File: src/hw/rtl/bsa_pkg.sv
// Shared types, codes and default sizes of the deadlock-avoidance allocator.
// No dependencies; every other file of the block but bsa_ram imports it.
package bsa_pkg;

  // Default sizes for the top-level parameters
  localparam int PROCESSES_DEF  = 8;
  localparam int RESOURCES_DEF  = 4;
  localparam int COUNT_BITS_DEF = 8;

  // Fixed field widths of the stream words
  localparam int MODE_W     = 3;
  localparam int PROC_W     = 3;
  localparam int RES_W      = 2;
  localparam int VALUE_W    = 8;
  localparam int STATUS_W   = 3;
  localparam int ENTRY_W    = 3;
  localparam int IN_TDATA_W = 16;
  localparam int OUT_TDATA_W = 8;

  // Configuration port
  localparam int CFG_IDX_W  = 1;
  localparam int CFG_DATA_W = 4;
  localparam int PCFG_W     = 4;
  localparam int RCFG_W     = 3;
  localparam logic [CFG_IDX_W-1:0] CFG_PROCS = 1'b0;
  localparam logic [CFG_IDX_W-1:0] CFG_RES   = 1'b1;
  localparam logic [PCFG_W-1:0]    PCFG_RESET = 4'd8;
  localparam logic [RCFG_W-1:0]    RCFG_RESET = 3'd4;

  // Input modes
  localparam logic [MODE_W-1:0] MODE_LOAD_AVAIL = 3'd0;
  localparam logic [MODE_W-1:0] MODE_LOAD_ALLOC = 3'd1;
  localparam logic [MODE_W-1:0] MODE_LOAD_NEED  = 3'd2;
  localparam logic [MODE_W-1:0] MODE_CHECK      = 3'd3;
  localparam logic [MODE_W-1:0] MODE_REQUEST    = 3'd4;

  // Result status codes
  localparam logic [STATUS_W-1:0] ST_LOADED     = 3'd0;
  localparam logic [STATUS_W-1:0] ST_SAFE       = 3'd1;
  localparam logic [STATUS_W-1:0] ST_UNSAFE     = 3'd2;
  localparam logic [STATUS_W-1:0] ST_GRANTED    = 3'd3;
  localparam logic [STATUS_W-1:0] ST_OVER_NEED  = 3'd4;
  localparam logic [STATUS_W-1:0] ST_OVER_AVAIL = 3'd5;
  localparam logic [STATUS_W-1:0] ST_REFUSED    = 3'd6;

  // One result word on its way to the output register
  typedef struct packed {
    logic [STATUS_W-1:0] status;
    logic [ENTRY_W-1:0]  entry;
    logic                last;
  } result_t;

endpackage

File: src/hw/rtl/bsa_ram.sv
// Generic simple dual-port RAM: one write port, one read port, registered read.
// No dependencies.
module bsa_ram #(
  parameter int WIDTH = 8,
  parameter int DEPTH = 32
) (
  input  logic                                   clk_i,
  input  logic                                   we_i,
  input  logic [((DEPTH > 1) ? $clog2(DEPTH) : 1)-1:0] waddr_i,
  input  logic [WIDTH-1:0]                       wdata_i,
  input  logic [((DEPTH > 1) ? $clog2(DEPTH) : 1)-1:0] raddr_i,
  output logic [WIDTH-1:0]                       rdata_o
);

  logic [WIDTH-1:0] mem_q [DEPTH];
  logic [WIDTH-1:0] rdata_q;

  always_ff @(posedge clk_i) begin
    if (we_i) begin
      mem_q[waddr_i] <= wdata_i;
    end
    rdata_q <= mem_q[raddr_i];
  end

  assign rdata_o = rdata_q;

endmodule

File: src/hw/rtl/bsa_out_reg.sv
// Output register of the result stream; frees the sequencer from the sink.
// Depends on bsa_pkg for the result word type.
module bsa_out_reg (
  input  logic                          clk_i,
  input  logic                          rst_ni,
  input  logic                          res_valid_i,
  input  bsa_pkg::result_t              res_i,
  output logic                          res_ready_o,
  output logic                          m_valid_o,
  input  logic                          m_ready_i,
  output logic [bsa_pkg::OUT_TDATA_W-1:0] m_data_o,
  output logic [bsa_pkg::STATUS_W-1:0]  m_user_o,
  output logic                          m_last_o
);
  import bsa_pkg::*;

  logic    valid_q, valid_d;
  result_t res_q;

  // Slot is free when empty or being drained this cycle
  assign res_ready_o = !valid_q || m_ready_i;

  always_comb begin
    valid_d = valid_q;
    if (res_ready_o) begin
      valid_d = res_valid_i;
    end
  end

  always_ff @(posedge clk_i or negedge rst_ni) begin
    if (!rst_ni) begin
      valid_q <= 1'b0;
    end else begin
      valid_q <= valid_d;
    end
  end

  always_ff @(posedge clk_i) begin
    if (res_ready_o && res_valid_i) begin
      res_q <= res_i;
    end
  end

  assign m_valid_o = valid_q;
  assign m_data_o  = OUT_TDATA_W'(res_q.entry);
  assign m_user_o  = res_q.status;
  assign m_last_o  = res_q.last;

endmodule

File: src/hw/rtl/bsa_ctrl.sv
// Sequencer of the allocator: loads, safety passes, request judgment, result posting.
// Depends on bsa_pkg; drives the table RAMs and the order RAM built in the top level.
module bsa_ctrl #(
  parameter int PROCESSES  = bsa_pkg::PROCESSES_DEF,
  parameter int RESOURCES  = bsa_pkg::RESOURCES_DEF,
  parameter int COUNT_BITS = bsa_pkg::COUNT_BITS_DEF,
  localparam int PB = $clog2(PROCESSES),
  localparam int RB = (RESOURCES > 1) ? $clog2(RESOURCES) : 1,
  localparam int AW = PB + RB
) (
  input  logic                            clk_i,
  input  logic                            rst_ni,
  // configuration
  input  logic                            cfg_we_i,
  input  logic [bsa_pkg::CFG_IDX_W-1:0]   cfg_index_i,
  input  logic [bsa_pkg::CFG_DATA_W-1:0]  cfg_data_i,
  // input stream
  input  logic                            in_valid_i,
  output logic                            in_ready_o,
  input  logic [bsa_pkg::IN_TDATA_W-1:0]  in_data_i,
  input  logic [bsa_pkg::MODE_W-1:0]      in_user_i,
  input  logic                            in_last_i,
  // allocation and need tables
  output logic                            need_we_o,
  output logic                            alloc_we_o,
  output logic [AW-1:0]                   tab_waddr_o,
  output logic [COUNT_BITS-1:0]           need_wdata_o,
  output logic [COUNT_BITS-1:0]           alloc_wdata_o,
  output logic [AW-1:0]                   tab_raddr_o,
  input  logic [COUNT_BITS-1:0]           need_rdata_i,
  input  logic [COUNT_BITS-1:0]           alloc_rdata_i,
  // safe order memory
  output logic                            ord_we_o,
  output logic [PB-1:0]                   ord_waddr_o,
  output logic [PB-1:0]                   ord_wdata_o,
  output logic [PB-1:0]                   ord_raddr_o,
  input  logic [PB-1:0]                   ord_rdata_i,
  // result words
  output logic                            res_valid_o,
  output bsa_pkg::result_t                res_o,
  input  logic                            res_ready_i
);
  import bsa_pkg::*;

  localparam int CB    = COUNT_BITS;
  localparam int WB    = COUNT_BITS + 4;
  localparam int WX    = WB + 1;
  localparam int CX    = CB + 1;
  localparam int VW    = (CB > VALUE_W) ? CB : VALUE_W;
  localparam int NPW   = $clog2(PROCESSES + 1);
  localparam int RW    = $clog2(RESOURCES + 1);
  localparam int DEPTH = PROCESSES << RB;
  localparam int COUNT_MAX = (1 << CB) - 1;

  // Sequencer states
  localparam logic [3:0] S_CLEAR = 4'd0;
  localparam logic [3:0] S_IDLE  = 4'd1;
  localparam logic [3:0] S_POST  = 4'd2;
  localparam logic [3:0] S_CINIT = 4'd3;
  localparam logic [3:0] S_CPROC = 4'd4;
  localparam logic [3:0] S_CRD   = 4'd5;
  localparam logic [3:0] S_CEV   = 4'd6;
  localparam logic [3:0] S_EMRD  = 4'd7;
  localparam logic [3:0] S_EMIT  = 4'd8;
  localparam logic [3:0] S_JRD   = 4'd9;
  localparam logic [3:0] S_JEV   = 4'd10;
  localparam logic [3:0] S_JAPP  = 4'd11;
  localparam logic [3:0] S_JRST  = 4'd12;

  logic [3:0]          state_q, state_d;
  logic [PCFG_W-1:0]   proc_cfg_q;
  logic [RCFG_W-1:0]   res_cfg_q;
  logic [CB-1:0]       avail_q [RESOURCES];
  logic [CB-1:0]       avail_d [RESOURCES];
  logic [CB-1:0]       req_q [RESOURCES];
  logic [CB-1:0]       req_d [RESOURCES];
  logic [WB-1:0]       work_q [RESOURCES];
  logic [WB-1:0]       work_d [RESOURCES];
  logic [WB-1:0]       cand_q [RESOURCES];
  logic [WB-1:0]       cand_d [RESOURCES];
  logic [CB-1:0]       sn_q [RESOURCES];
  logic [CB-1:0]       sn_d [RESOURCES];
  logic [CB-1:0]       sl_q [RESOURCES];
  logic [CB-1:0]       sl_d [RESOURCES];
  logic [CB-1:0]       sa_q [RESOURCES];
  logic [CB-1:0]       sa_d [RESOURCES];
  logic [PROCESSES-1:0] fin_q, fin_d;
  logic [PB-1:0]       i_q, i_d;
  logic [RB-1:0]       j_q, j_d;
  logic [PB-1:0]       k_q, k_d;
  logic [NPW-1:0]      n_q, n_d;
  logic [PB-1:0]       jp_q, jp_d;
  logic [AW-1:0]       clr_q, clr_d;
  logic                progress_q, progress_d;
  logic                fits_q, fits_d;
  logic                judging_q, judging_d;
  logic [STATUS_W-1:0] post_q, post_d;

  // Input word fields
  logic [PROC_W-1:0]  in_p;
  logic [RES_W-1:0]   in_r;
  logic [VALUE_W-1:0] in_v;
  logic               p_ok, r_ok, acc;
  logic [VW-1:0]      v_ext;
  logic [CB-1:0]      v_sat;

  assign in_p  = in_data_i[PROC_W-1:0];
  assign in_r  = in_data_i[PROC_W+RES_W-1:PROC_W];
  assign in_v  = in_data_i[PROC_W+RES_W+VALUE_W-1:PROC_W+RES_W];
  assign p_ok  = int'(in_p) < PROCESSES;
  assign r_ok  = int'(in_r) < RESOURCES;
  assign v_ext = VW'(in_v);
  assign v_sat = (v_ext > VW'(COUNT_MAX)) ? {CB{1'b1}} : CB'(v_ext);

  assign in_ready_o = (state_q == S_IDLE);
  assign acc        = in_valid_i && in_ready_o;

  // Clamped process and resource counts
  logic [NPW-1:0] np;
  logic [RW-1:0]  nr;

  always_comb begin
    if (proc_cfg_q == '0) begin
      np = NPW'(1);
    end else if (int'(proc_cfg_q) > PROCESSES) begin
      np = NPW'(PROCESSES);
    end else begin
      np = NPW'(proc_cfg_q);
    end
    if (res_cfg_q == '0) begin
      nr = RW'(1);
    end else if (int'(res_cfg_q) > RESOURCES) begin
      nr = RW'(RESOURCES);
    end else begin
      nr = RW'(res_cfg_q);
    end
  end

  // Per-element arithmetic on the table read data
  logic [WX-1:0] work_sum;
  logic [WB-1:0] cand_now;
  logic          fits_now;
  logic [CX-1:0] alloc_sum;
  logic [CB-1:0] alloc_new;
  logic          j_last, i_last, k_last;

  assign work_sum  = {1'b0, work_q[j_q]} + WX'(alloc_rdata_i);
  assign cand_now  = work_sum[WB] ? {WB{1'b1}} : work_sum[WB-1:0];
  assign fits_now  = fits_q && (WB'(need_rdata_i) <= work_q[j_q]);
  assign alloc_sum = {1'b0, sl_q[j_q]} + CX'(req_q[j_q]);
  assign alloc_new = alloc_sum[CB] ? {CB{1'b1}} : alloc_sum[CB-1:0];
  assign j_last    = (RW'(j_q) + RW'(1)) == nr;
  assign i_last    = (NPW'(i_q) + NPW'(1)) == np;
  assign k_last    = (NPW'(k_q) + NPW'(1)) == n_q;

  // Main sequencer
  logic advance;

  always_comb begin
    state_d    = state_q;
    avail_d    = avail_q;
    req_d      = req_q;
    work_d     = work_q;
    cand_d     = cand_q;
    sn_d       = sn_q;
    sl_d       = sl_q;
    sa_d       = sa_q;
    fin_d      = fin_q;
    i_d        = i_q;
    j_d        = j_q;
    k_d        = k_q;
    n_d        = n_q;
    jp_d       = jp_q;
    clr_d      = clr_q;
    progress_d = progress_q;
    fits_d     = fits_q;
    judging_d  = judging_q;
    post_d     = post_q;
    advance    = 1'b0;

    need_we_o     = 1'b0;
    alloc_we_o    = 1'b0;
    tab_waddr_o   = {PB'(in_p), RB'(in_r)};
    need_wdata_o  = v_sat;
    alloc_wdata_o = v_sat;
    tab_raddr_o   = {i_q, j_q};
    ord_we_o      = 1'b0;
    ord_waddr_o   = PB'(n_q);
    ord_wdata_o   = i_q;
    ord_raddr_o   = k_q;
    res_valid_o   = 1'b0;
    res_o         = '{status: post_q, entry: '0, last: 1'b1};

    case (state_q)
      // zero both tables, one entry a cycle
      S_CLEAR: begin
        need_we_o     = 1'b1;
        alloc_we_o    = 1'b1;
        tab_waddr_o   = clr_q;
        need_wdata_o  = '0;
        alloc_wdata_o = '0;
        if (clr_q == AW'(DEPTH - 1)) begin
          state_d = S_IDLE;
        end else begin
          clr_d = clr_q + AW'(1);
        end
      end

      S_IDLE: begin
        if (acc) begin
          case (in_user_i)
            MODE_LOAD_AVAIL: begin
              if (r_ok) begin
                avail_d[RB'(in_r)] = v_sat;
              end
              post_d  = ST_LOADED;
              state_d = S_POST;
            end
            MODE_LOAD_ALLOC: begin
              alloc_we_o = p_ok && r_ok;
              post_d     = ST_LOADED;
              state_d    = S_POST;
            end
            MODE_LOAD_NEED: begin
              need_we_o = p_ok && r_ok;
              post_d    = ST_LOADED;
              state_d   = S_POST;
            end
            MODE_CHECK: begin
              judging_d = 1'b0;
              state_d   = S_CINIT;
            end
            MODE_REQUEST: begin
              if (r_ok) begin
                req_d[RB'(in_r)] = v_sat;
              end
              if (in_last_i) begin
                if (!p_ok) begin
                  for (int r = 0; r < RESOURCES; r++) begin
                    req_d[r] = '0;
                  end
                  post_d  = ST_OVER_NEED;
                  state_d = S_POST;
                end else begin
                  jp_d      = PB'(in_p);
                  j_d       = '0;
                  judging_d = 1'b1;
                  state_d   = S_JRD;
                end
              end
            end
            default: begin
            end
          endcase
        end
      end

      S_POST: begin
        res_valid_o = 1'b1;
        if (res_ready_i) begin
          state_d = S_IDLE;
        end
      end

      // start of a safety test
      S_CINIT: begin
        for (int r = 0; r < RESOURCES; r++) begin
          work_d[r] = WB'(avail_q[r]);
        end
        fin_d      = '0;
        i_d        = '0;
        n_d        = '0;
        progress_d = 1'b0;
        state_d    = S_CPROC;
      end

      S_CPROC: begin
        if (fin_q[i_q]) begin
          advance = 1'b1;
        end else begin
          j_d     = '0;
          fits_d  = 1'b1;
          state_d = S_CRD;
        end
      end

      S_CRD: begin
        state_d = S_CEV;
      end

      // need and allocation of element (i, j) are on the read ports
      S_CEV: begin
        cand_d[j_q] = cand_now;
        if (j_last) begin
          if (fits_now) begin
            for (int r = 0; r < RESOURCES; r++) begin
              if (r < int'(nr)) begin
                work_d[r] = (r == int'(j_q)) ? cand_now : cand_q[r];
              end
            end
            fin_d[i_q] = 1'b1;
            ord_we_o   = 1'b1;
            n_d        = n_q + NPW'(1);
            progress_d = 1'b1;
          end
          advance = 1'b1;
        end else begin
          j_d     = j_q + RB'(1);
          fits_d  = fits_now;
          state_d = S_CRD;
        end
      end

      S_EMRD: begin
        state_d = S_EMIT;
      end

      S_EMIT: begin
        res_valid_o = 1'b1;
        res_o       = '{status: judging_q ? ST_GRANTED : ST_SAFE,
                        entry:  ENTRY_W'(ord_rdata_i),
                        last:   k_last};
        if (res_ready_i) begin
          if (k_last) begin
            state_d = S_IDLE;
          end else begin
            k_d     = k_q + PB'(1);
            state_d = S_EMRD;
          end
        end
      end

      S_JRD: begin
        tab_raddr_o = {jp_q, j_q};
        state_d     = S_JEV;
      end

      // request element j against need, then available
      S_JEV: begin
        tab_raddr_o = {jp_q, j_q};
        sn_d[j_q]   = need_rdata_i;
        sl_d[j_q]   = alloc_rdata_i;
        if (req_q[j_q] > need_rdata_i) begin
          for (int r = 0; r < RESOURCES; r++) begin
            req_d[r] = '0;
          end
          post_d  = ST_OVER_NEED;
          state_d = S_POST;
        end else if (req_q[j_q] > avail_q[j_q]) begin
          for (int r = 0; r < RESOURCES; r++) begin
            req_d[r] = '0;
          end
          post_d  = ST_OVER_AVAIL;
          state_d = S_POST;
        end else if (j_last) begin
          j_d     = '0;
          state_d = S_JAPP;
        end else begin
          j_d     = j_q + RB'(1);
          state_d = S_JRD;
        end
      end

      // tentative grant
      S_JAPP: begin
        need_we_o     = 1'b1;
        alloc_we_o    = 1'b1;
        tab_waddr_o   = {jp_q, j_q};
        need_wdata_o  = sn_q[j_q] - req_q[j_q];
        alloc_wdata_o = alloc_new;
        sa_d[j_q]     = avail_q[j_q];
        avail_d[j_q]  = avail_q[j_q] - req_q[j_q];
        if (j_last) begin
          state_d = S_CINIT;
        end else begin
          j_d = j_q + RB'(1);
        end
      end

      // roll back a grant that left the state unsafe
      S_JRST: begin
        need_we_o     = 1'b1;
        alloc_we_o    = 1'b1;
        tab_waddr_o   = {jp_q, j_q};
        need_wdata_o  = sn_q[j_q];
        alloc_wdata_o = sl_q[j_q];
        avail_d[j_q]  = sa_q[j_q];
        if (j_last) begin
          post_d  = ST_REFUSED;
          state_d = S_POST;
        end else begin
          j_d = j_q + RB'(1);
        end
      end

      default: begin
        state_d = S_IDLE;
      end
    endcase

    // next process; a pass that finished nothing ends the test
    if (advance) begin
      if (i_last) begin
        if (progress_d) begin
          i_d        = '0;
          progress_d = 1'b0;
          state_d    = S_CPROC;
        end else begin
          if (judging_q) begin
            for (int r = 0; r < RESOURCES; r++) begin
              req_d[r] = '0;
            end
          end
          if (n_d == np) begin
            k_d     = '0;
            state_d = S_EMRD;
          end else if (judging_q) begin
            j_d     = '0;
            state_d = S_JRST;
          end else begin
            post_d  = ST_UNSAFE;
            state_d = S_POST;
          end
        end
      end else begin
        i_d     = i_q + PB'(1);
        state_d = S_CPROC;
      end
    end
  end

  // Control state
  always_ff @(posedge clk_i or negedge rst_ni) begin
    if (!rst_ni) begin
      state_q    <= S_CLEAR;
      proc_cfg_q <= PCFG_RESET;
      res_cfg_q  <= RCFG_RESET;
      for (int r = 0; r < RESOURCES; r++) begin
        avail_q[r] <= '0;
        req_q[r]   <= '0;
      end
      fin_q      <= '0;
      i_q        <= '0;
      j_q        <= '0;
      k_q        <= '0;
      n_q        <= '0;
      jp_q       <= '0;
      clr_q      <= '0;
      progress_q <= 1'b0;
      fits_q     <= 1'b0;
      judging_q  <= 1'b0;
      post_q     <= ST_LOADED;
    end else begin
      state_q    <= state_d;
      avail_q    <= avail_d;
      req_q      <= req_d;
      fin_q      <= fin_d;
      i_q        <= i_d;
      j_q        <= j_d;
      k_q        <= k_d;
      n_q        <= n_d;
      jp_q       <= jp_d;
      clr_q      <= clr_d;
      progress_q <= progress_d;
      fits_q     <= fits_d;
      judging_q  <= judging_d;
      post_q     <= post_d;
      if (cfg_we_i) begin
        case (cfg_index_i)
          CFG_PROCS: proc_cfg_q <= cfg_data_i;
          CFG_RES:   res_cfg_q  <= cfg_data_i[RCFG_W-1:0];
          default: begin
          end
        endcase
      end
    end
  end

  // Working vectors and saved rows
  always_ff @(posedge clk_i) begin
    work_q <= work_d;
    cand_q <= cand_d;
    sn_q   <= sn_d;
    sl_q   <= sl_d;
    sa_q   <= sa_d;
  end

endmodule

File: src/hw/rtl/bankers_safety_allocator_unit.sv
// Deadlock-avoidance allocator top level: tables in RAM, sequencer, output register.
// Depends on bsa_pkg, bsa_ram, bsa_ctrl and bsa_out_reg.
//
// A load word is accepted, then its loaded status is posted. A request element
// that is not the last one is only stored. A safety check starts by loading the
// work vector from the available counts, then per pass visits each process and,
// for each resource in use of every process not yet finished, reads need and
// allocation from the table RAMs one element per read and evaluates the registered
// read data; at most one pass more than processes in use is made, the last one
// finishing nothing. A safe order is then sent word by word out of the order RAM.
// A judged request adds a scan that reads and checks each resource, then applies
// the grant resource by resource, and rolls it back the same way when refused.
// After reset the block clears all PROCESSES times 2**RB entries (32 at default
// sizes) of both tables with s_axis_tready low.
module bankers_safety_allocator_unit #(
  parameter int PROCESSES  = bsa_pkg::PROCESSES_DEF,
  parameter int RESOURCES  = bsa_pkg::RESOURCES_DEF,
  parameter int COUNT_BITS = bsa_pkg::COUNT_BITS_DEF
) (
  input  logic                            clk_i,
  input  logic                            rst_ni,
  input  logic                            cfg_we_i,
  input  logic [bsa_pkg::CFG_IDX_W-1:0]   cfg_index_i,
  input  logic [bsa_pkg::CFG_DATA_W-1:0]  cfg_data_i,
  input  logic                            s_axis_tvalid,
  output logic                            s_axis_tready,
  input  logic [bsa_pkg::IN_TDATA_W-1:0]  s_axis_tdata,  // process, resource, value, zero pad
  input  logic [bsa_pkg::MODE_W-1:0]      s_axis_tuser,  // mode
  input  logic                            s_axis_tlast,  // final_element
  output logic                            m_axis_tvalid,
  input  logic                            m_axis_tready,
  output logic [bsa_pkg::OUT_TDATA_W-1:0] m_axis_tdata,  // order_entry, zero pad
  output logic [bsa_pkg::STATUS_W-1:0]    m_axis_tuser,  // status
  output logic                            m_axis_tlast   // last
);
  import bsa_pkg::*;

  localparam int PB    = $clog2(PROCESSES);
  localparam int RB    = (RESOURCES > 1) ? $clog2(RESOURCES) : 1;
  localparam int AW    = PB + RB;
  localparam int DEPTH = PROCESSES << RB;

  logic                  need_we, alloc_we, ord_we;
  logic [AW-1:0]         tab_waddr, tab_raddr;
  logic [COUNT_BITS-1:0] need_wdata, alloc_wdata, need_rdata, alloc_rdata;
  logic [PB-1:0]         ord_waddr, ord_wdata, ord_raddr, ord_rdata;
  logic                  res_valid, res_ready;
  result_t               res;

  bsa_ctrl #(
    .PROCESSES  (PROCESSES),
    .RESOURCES  (RESOURCES),
    .COUNT_BITS (COUNT_BITS)
  ) u_ctrl (
    .clk_i         (clk_i),
    .rst_ni        (rst_ni),
    .cfg_we_i      (cfg_we_i),
    .cfg_index_i   (cfg_index_i),
    .cfg_data_i    (cfg_data_i),
    .in_valid_i    (s_axis_tvalid),
    .in_ready_o    (s_axis_tready),
    .in_data_i     (s_axis_tdata),
    .in_user_i     (s_axis_tuser),
    .in_last_i     (s_axis_tlast),
    .need_we_o     (need_we),
    .alloc_we_o    (alloc_we),
    .tab_waddr_o   (tab_waddr),
    .need_wdata_o  (need_wdata),
    .alloc_wdata_o (alloc_wdata),
    .tab_raddr_o   (tab_raddr),
    .need_rdata_i  (need_rdata),
    .alloc_rdata_i (alloc_rdata),
    .ord_we_o      (ord_we),
    .ord_waddr_o   (ord_waddr),
    .ord_wdata_o   (ord_wdata),
    .ord_raddr_o   (ord_raddr),
    .ord_rdata_i   (ord_rdata),
    .res_valid_o   (res_valid),
    .res_o         (res),
    .res_ready_i   (res_ready)
  );

  // Need table, one entry per (process, resource)
  bsa_ram #(.WIDTH(COUNT_BITS), .DEPTH(DEPTH)) u_need_ram (
    .clk_i   (clk_i),
    .we_i    (need_we),
    .waddr_i (tab_waddr),
    .wdata_i (need_wdata),
    .raddr_i (tab_raddr),
    .rdata_o (need_rdata)
  );

  // Allocation table, same addressing
  bsa_ram #(.WIDTH(COUNT_BITS), .DEPTH(DEPTH)) u_alloc_ram (
    .clk_i   (clk_i),
    .we_i    (alloc_we),
    .waddr_i (tab_waddr),
    .wdata_i (alloc_wdata),
    .raddr_i (tab_raddr),
    .rdata_o (alloc_rdata)
  );

  // Safe order of the last test
  bsa_ram #(.WIDTH(PB), .DEPTH(PROCESSES)) u_order_ram (
    .clk_i   (clk_i),
    .we_i    (ord_we),
    .waddr_i (ord_waddr),
    .wdata_i (ord_wdata),
    .raddr_i (ord_raddr),
    .rdata_o (ord_rdata)
  );

  bsa_out_reg u_out_reg (
    .clk_i       (clk_i),
    .rst_ni      (rst_ni),
    .res_valid_i (res_valid),
    .res_i       (res),
    .res_ready_o (res_ready),
    .m_valid_o   (m_axis_tvalid),
    .m_ready_i   (m_axis_tready),
    .m_data_o    (m_axis_tdata),
    .m_user_o    (m_axis_tuser),
    .m_last_o    (m_axis_tlast)
  );

endmodule

File: config.mk
export PLATFORM = sky130hd
export DESIGN_NAME = bankers_safety_allocator_unit
export DESIGN_NICKNAME = d
export VERILOG_FILES = /design/src/hw/rtl/bsa_pkg.sv /design/src/hw/rtl/bsa_ram.sv /design/src/hw/rtl/bsa_out_reg.sv /design/src/hw/rtl/bsa_ctrl.sv /design/src/hw/rtl/bankers_safety_allocator_unit.sv
export SDC_FILE = /design/constraint.sdc
export NUM_CORES = 1
export LEC_CHECK = 0
export ABC_AREA = 1
export BUFFER_PORTS_ARGS = -buffer_cell sky130_fd_sc_hd__buf_2
export CAP_MARGIN = 10
export CORE_MARGIN = 4
export CORE_UTILIZATION = 45
export CTS_CLUSTER_SIZE = 25
export DETAILED_ROUTE_END_ITERATION = 7
export PLACE_DENSITY_LB_ADDON = 0.05
export SLEW_MARGIN = 40
export SYNTH_ARGS = -nofsm -noshare
export SYNTH_HDL_FRONTEND = slang
export SYNTH_SLANG_ARGS = --single-unit
File: constraint.sdc
create_clock -name clk_i -period 11.42 [get_ports clk_i]
set_clock_uncertainty 0.1 [all_clocks]
set_input_delay 1.713 -clock clk_i [delete_from_list [all_inputs] [get_ports clk_i]]
set_output_delay 1.713 -clock clk_i [all_outputs]
set_load 0.01 [all_outputs]
==> results.cfg, run 1 <==
[finish]
fin_nets = 3671
finalInstanceArea_um2 = 43700
antenna_cells = 0
drive_above_1_share_pct = 10.4
num-fill-cells = 7504
multiInputGateArea_um2 = 11700
area_growth_pct = 13.1
regArea_um2 = 25200
instances_no_fill = 4803

[sta]
finalSetupTns_ns = 0
hold_violations = 0
finalCritPeriodShare_pct = 49.5
rsz0062_at_grt = false
fin_crit_ns = 5.65
clock.fmax_mhz = 177
worst_slew_pin_slew_ns = 0.902
setup_slack_ns = 5.77
relSlewSlack_pct = 39.9
finalSetupViolations = 0
drv_slew = 0

[worst_hold_path]
hold_class = reg -> reg

[global_route]
grt_max_degree = 210
grt_pass1_vias = 26800
grt.overflow.total = 0
grt_pass1_wl_mm = 169
antenna_found_initial = 0
grt_util_all_layers_pct = 24.8

[worst_setup_path]
worst_setup_path_end_kind = register
cpMostUsedCell = nand2_1
cp.arrival_ns = 5.90
crit_buf_inv = 6
path_class = reg -> reg
cp.required_ns = 11.67
cp_max_fo = 153
cp_top_family = buffers and inverters
slowest_delay_ns = 0.78
path_cells = clkinv_8 > buf_12 > buf_16 > o21ai_0 > o22ai_1 > ha_1 > inv_1 > nor2_1 > o21ai_0 > nand2_1 > nand2_1 > nand2_1 > nand2_1 > a21boi_0 > or2_2 > a21oi_1 > inv_1 > o21ai_0 > nand3_1 > buf_4
start_kind = register
cp_slowest_cell = dfrtp_4

[floorplanning]
io_pins = 44
die_area_um2 = 90600
core_um2 = 85100
num_rows = 107
initial_core_util_pct = 45.4
die_width_um = 301
dieHeight_um = 301

[cts]
numCtsBuffers = 95
clockBufferDepth = 3
cts.clk_slew.worst_paths_ns = 0.06
insertion_delay_ns = 0.67
clkSinkCount = 864
cts_tree = built
htree_levels = 3
cts_root_buf = clkbuf_16
postCtsSetupRepairBufs = 0
cts_resized = 0
cts_hold_buf = 0

[routing]
via_count = 27800
drc_errors = 0
first_pass_iters = 6
wl_mm = 114
wl_per_cell_um = 23.6
via_per_inst = 5.80
drt_iter0_markers = 2433
antenna_left = 0

[yosys]
syn_area_um2 = 38600
synth_edf_count = 735
ys_seq_area_share_pct = 65.3
synthTopCellsByArea = edfxtp_1, dfrtp_1, o21ai_0, nor2_1, nand2_1
synth_top_cell_area_share_pct = 57.1
synth_cell_type_count = 62
syn_avg_cell_area_um2 = 10.9
syn_inst = 3530
synth_area_leader_cell = edfxtp_1
synth_ff_type = edfxtp_1
async_flop_share_pct = 12.7
synth_warnings = 0
synth_seq_cells = 864
ys_top_cells_by_count = edfxtp_1, nor2_1, o21ai_0
synth_most_common_cell = edfxtp_1

[power]
power_density_nw_per_um2 = 282
p_leak_nw = 15.8
vdd_drop_max_uv = 143
total_power_mw = 12.3

[placed_design]
place_ws_ns = 6.05
place_inst = 4625
portBuffers = 35
dp_hpwl_mm = 68.9
placed_area_um2 = 40500
routabilityCongestion = 0.882

[flow_run]
maxCapViolations = 0

[outcome]
status = completed
## where the power goes
part	leakage (nW)	internal, mW	switching [mW]
registers	8.24	4.27	0.247
logic	6.01	1.27	3.49
clock network	1.52	1.81	1.25
## final timing paths
kind | from | end | slack (ns) | cells after the start
max | u_ctrl.j_q[0] | u_alloc_ram.mem_q[1][3] | 5.77 | 20
min in group asynchronous | rst_ni | u_ctrl.ord_raddr_o[0] | 0.92 | 1
min reg2reg | u_ctrl.fin_q[2] | u_ctrl.fin_q[2] | 0.39 | 1
max in group asynchronous | rst_ni | u_ctrl.j_q[0] | 9.29 | 2
min | u_ctrl.fin_q[2] | u_ctrl.fin_q[2] | 0.39 | 1
max reg2reg | u_ctrl.j_q[0] | u_alloc_ram.mem_q[1][3] | 5.77 | 20
## cell families after synthesis
kind of cell               count (synthesis)  synth area share [%]
other                                      1               0.00971
and+or+nand+nor                         1067                  11.3
adders and majority gates                 61                  2.05
buffers and inverters                    473                  4.93
AOI/OAI and AO/OA                       1036                  15.8
xor gates and xnor gates                  27                 0.612
muxes                                      1                0.0292
DFF                                      864                  65.3
## per-stage QoR
stage | util [%] | hold WS, ns
2_1_floorplan | - | 0.364
3_3_place_gp | 47.4 | 0.378
3_5_place_dp | 47.5 | 0.380
4_1_cts | 51.2 | 0.401
5_1_grt | 51.3 | 0.414
6_report | 51.3 | 0.394
## placed cells by master (no fill, tap or decap), types with 6 or more instances in the layout
| cell | instances |
|---|---|
| nor3_1 | 78 |
| clkbuf_1 | 26 |
| or2_2 | 8 |
| o21a_1 | 8 |
| nand2_2 | 8 |
| a22oi_1 | 10 |
| o22ai_1 | 143 |
| nand2_1 | 367 |
| buf_4 | 118 |
| nor4_1 | 6 |
| dfxtp_1 | 19 |
| clkinv_2 | 15 |
| bufinv_16 | 10 |
| a21oi_1 | 175 |
| nand3_1 | 60 |
| dfrtp_1 | 106 |
| a32oi_1 | 19 |
| nand4_1 | 11 |
| clkbuf_16 | 96 |
| ha_1 | 57 |
| o221ai_1 | 68 |
| inv_1 | 237 |
| a31oi_1 | 20 |
| nor2_1 | 493 |
| o21ai_0 | 472 |
| xor2_1 | 17 |
| inv_2 | 15 |
| buf_2 | 34 |
| nor2_2 | 14 |
| o211ai_1 | 67 |
| clkinv_1 | 23 |
| edfxtp_1 | 735 |
| xnor2_1 | 10 |
## state kept, by name, indices dropped and copies added, names as in the netlist, 4 cells and up
register / count
u_alloc_ram.mem_q: 256
u_alloc_ram.rdata_o: 8
u_ctrl.avail_q: 32
u_ctrl.cand_q: 48
u_ctrl.clr_q: 5
u_ctrl.fin_q: 8
u_ctrl.n_q: 4
u_ctrl.proc_cfg_q: 4
u_ctrl.req_q: 32
u_ctrl.sa_q: 32
u_ctrl.sl_q: 32
u_ctrl.sn_q: 32
u_ctrl.state_q: 4
u_ctrl.work_q: 48
u_need_ram.mem_q: 256
u_need_ram.rdata_o: 8
u_order_ram.mem_q: 24
## area by class of cell
class | instances | area share, %
clock buffers | 127 | 5.88
clock inverters | 49 | 1.25
inverters | 259 | 2.27
multi-input cells | 2197 | 26.7
flip-flops and latches | 864 | 57.7
well taps | 1144 | 3.28
repair buffers | 163 | 2.84
## layer usage
metal  share of wire [%]  global-route usage (%)  up-vias
li1                    -                       -    12900
met1                  43                    34.2    13900
met2                  48                    41.5      926
met3                 5.8                    2.97      158
met4                 2.8                    7.28        0
met5                   0                       0        -
Power figures use the tool's default switching activity.
==> inputs of run 2 (changes only) <==
==> constraint.sdc (replaced) <==
create_clock -name clk_i -period 5.6 [get_ports clk_i]
set_clock_uncertainty 0.1 [all_clocks]
set_input_delay 0.84 -clock clk_i [delete_from_list [all_inputs] [get_ports clk_i]]
set_output_delay 0.84 -clock clk_i [all_outputs]
set_load 0.01 [all_outputs]
==> run 2 against run 1 <==
Effect of this change:
- combinational power grew 100%
- utilization grew 0.14 points
- register-to-register slack lost 5.0 ns
- final cell count grew 0.35%
- sequential cell count is the same
- routed wire length shrank 1.4%
- maximum frequency grew 18%
- first-iteration DRC count shrank 4.7%
- global-route usage shrank 0.23 points
- critical path type unchanged
==> results.cfg, run 2 (same netlist as run 1, synthesis figures left out) <==
[placed_design]
dp_hpwl_mm = 68.8
portBuffers = 35
routabilityCongestion = 0.901
place_inst = 4643

[routing]
drt_iter0_markers = 2319
wl_mm = 112
via_per_inst = 5.79
via_count = 27900
drc_errors = 0
first_pass_iters = 6
antenna_left = 0
wl_per_cell_um = 23.2

[floorplanning]
die_width_um = 301
io_pins = 44
die_area_um2 = 90600
initial_core_util_pct = 45.4
core_um2 = 85100
num_rows = 107
dieHeight_um = 301

[sta]
holdWs_ns = 0.0884
clock.fmax_mhz = 209
worst_slew_pin_slew_ns = 0.852
finalCritPeriodShare_pct = 85.5
fin_crit_ns = 4.79
drv_slew = 0
finalSetupTns_ns = 0
relSlewSlack_pct = 43.2
finalSetupViolations = 0
hold_violations = 0
rsz0062_at_grt = false

[cts]
htree_levels = 3
cts_tree = built
postCtsSetupRepairBufs = 0
clkSinkCount = 864
cts_root_buf = clkbuf_16
cts.clk_slew.worst_paths_ns = 0.06
cts_hold_buf = 0
numCtsBuffers = 95
cts_resized = 0
insertion_delay_ns = 0.67
clockBufferDepth = 3

[power]
swShare_pct = 40.3
clkPwrFrac_pct = 25.1
seqPwrFrac_pct = 36.5
power_switching_mw = 10.2
p_leak_nw = 15.8
cellInternalPower_mw = 15.0
combPwrFrac_pct = 38.4
power_density_nw_per_um2 = 576
vdd_drop_max_uv = 293

[finish]
drive_above_1_share_pct = 10.7
fin_util_pct = 51.4
instances_no_fill = 4820
antenna_cells = 0
fin_nets = 3688
area_growth_pct = 13.4
final_common_cell = edfxtp_1
final_cell_mix = edfxtp_1, nor2_1, o21ai_0, nand2_1, inv_1
reg.largest.list = u_alloc_ram.mem_q (256), u_need_ram.mem_q (256)

[worst_setup_path]
regToRegSetupSlack_ns = 0.81
cp_max_fo = 64
worst_setup_path_end_kind = register
start_kind = register
slowest_delay_ns = 0.60
cpMostUsedCell = nand2_1
cp_slowest_cell = dfrtp_4
path_cells = inv_6 > buf_4 > o21ai_0 > o22ai_1 > ha_1 > inv_1 > fa_1 > nor2_1 > o21ai_0 > nand2_1 > nand2_1 > nand2_1 > nand2_1 > a21boi_0 > or2_2 > a21oi_1 > nand2_1 > nand2_1 > o211ai_1 > buf_4
cp.required_ns = 5.92
path_class = reg -> reg
cp.arrival_ns = 5.11

[global_route]
grt_pass1_wl_mm = 169
grt.overflow.total = 0
grt_util_all_layers_pct = 24.5
grt_pass1_vias = 27200
antenna_found_initial = 0
grt_max_degree = 199

[flow_run]
maxCapViolations = 0

[worst_hold_path]
hold_class = in -> async

[outcome]
status = completed
[run 2: changes by cell type in the layout (fill, tap and decap cells not counted), moves of 3 or more]
cell | previous run | this run
clkinvlp_4 | 2 | 12
nor3_1 | 78 | 84
clkinv_2 | 15 | 10
nor3_2 | 5 | 1
buf_4 | 118 | 138
clkbuf_1 | 26 | 18
clkbuf_8 | 5 | 2
[run 2: stage by stage]
step / cell area (µm²) / power, mW / setup WS [ns]
5_1_grt: 43800 / 26.7 / 0.293
3_3_place_gp: 40500 / 18.6 / 0.890
4_1_cts: 43700 / 25.3 / 0.813
2_1_floorplan: 38600 / 15.2 / 0.0341
3_5_place_dp: 40600 / 18.9 / 0.825
6_report: 43800 / 25.2 / 0.810
[run 2: power groups by stage]
stage	Sequential, mW	Clock [mW]	Combinational (mW)
after floorplan	9.10	0	6.14
after global placement	9.31	0	9.34
after detailed placement	9.33	0	9.58
after CTS	9.20	6.44	9.62
after global routing	9.27	6.72	10.7
final	9.20	6.32	9.68
[run 2: critical path: cells and delay by family, from the launching register on]
kind                     cells  cell delay, ns
flip-flops                   1            0.60
AND/OR/NAND/NOR              8            0.71
adder cells (fa/ha/maj)      2            0.65
buffers and inverters        4            1.41
AO/OA/AOI/OAI                6            0.94
[run 2: final cells by class]
class	instances	area, µm²
Sequential cell	864	25200
Clock inverter	60	677
Timing Repair Buffer	180	1350
Fill cell	7592	41400
Inverter	259	990
Clock buffer	116	2500
Multi-Input combinational cell	2197	11600
Tap cell	1144	1430
[run 2: path summary, 6_finish.rpt]
kind | cells past startpoint | from | endpoint
max | 20 | u_ctrl.j_q[1] | u_alloc_ram.mem_q[0][1]
min | 1 | rst_ni | u_ctrl.ord_raddr_o[1]
max in group asynchronous | 2 | rst_ni | u_ctrl.j_q[1]
max reg2reg | 20 | u_ctrl.j_q[1] | u_alloc_ram.mem_q[0][1]
min reg2reg | 1 | u_ctrl.fin_q[5] | u_ctrl.fin_q[5]
min in group clk_i | 3 | cfg_data_i[2] | u_ctrl.res_cfg_q[2]
[run 2: layer usage]
| layer | vias up | wire length, µm | global-route usage, % |
|---|---|---|---|
| li1 | 12900 | - | - |
| met3 | 220 | 6650 | 3.50 |
| met5 | - | 0 | 0 |
| met1 | 13800 | 49100 | 34.3 |
| met4 | 0 | 3730 | 8.10 |
| met2 | 977 | 52400 | 39.7 |
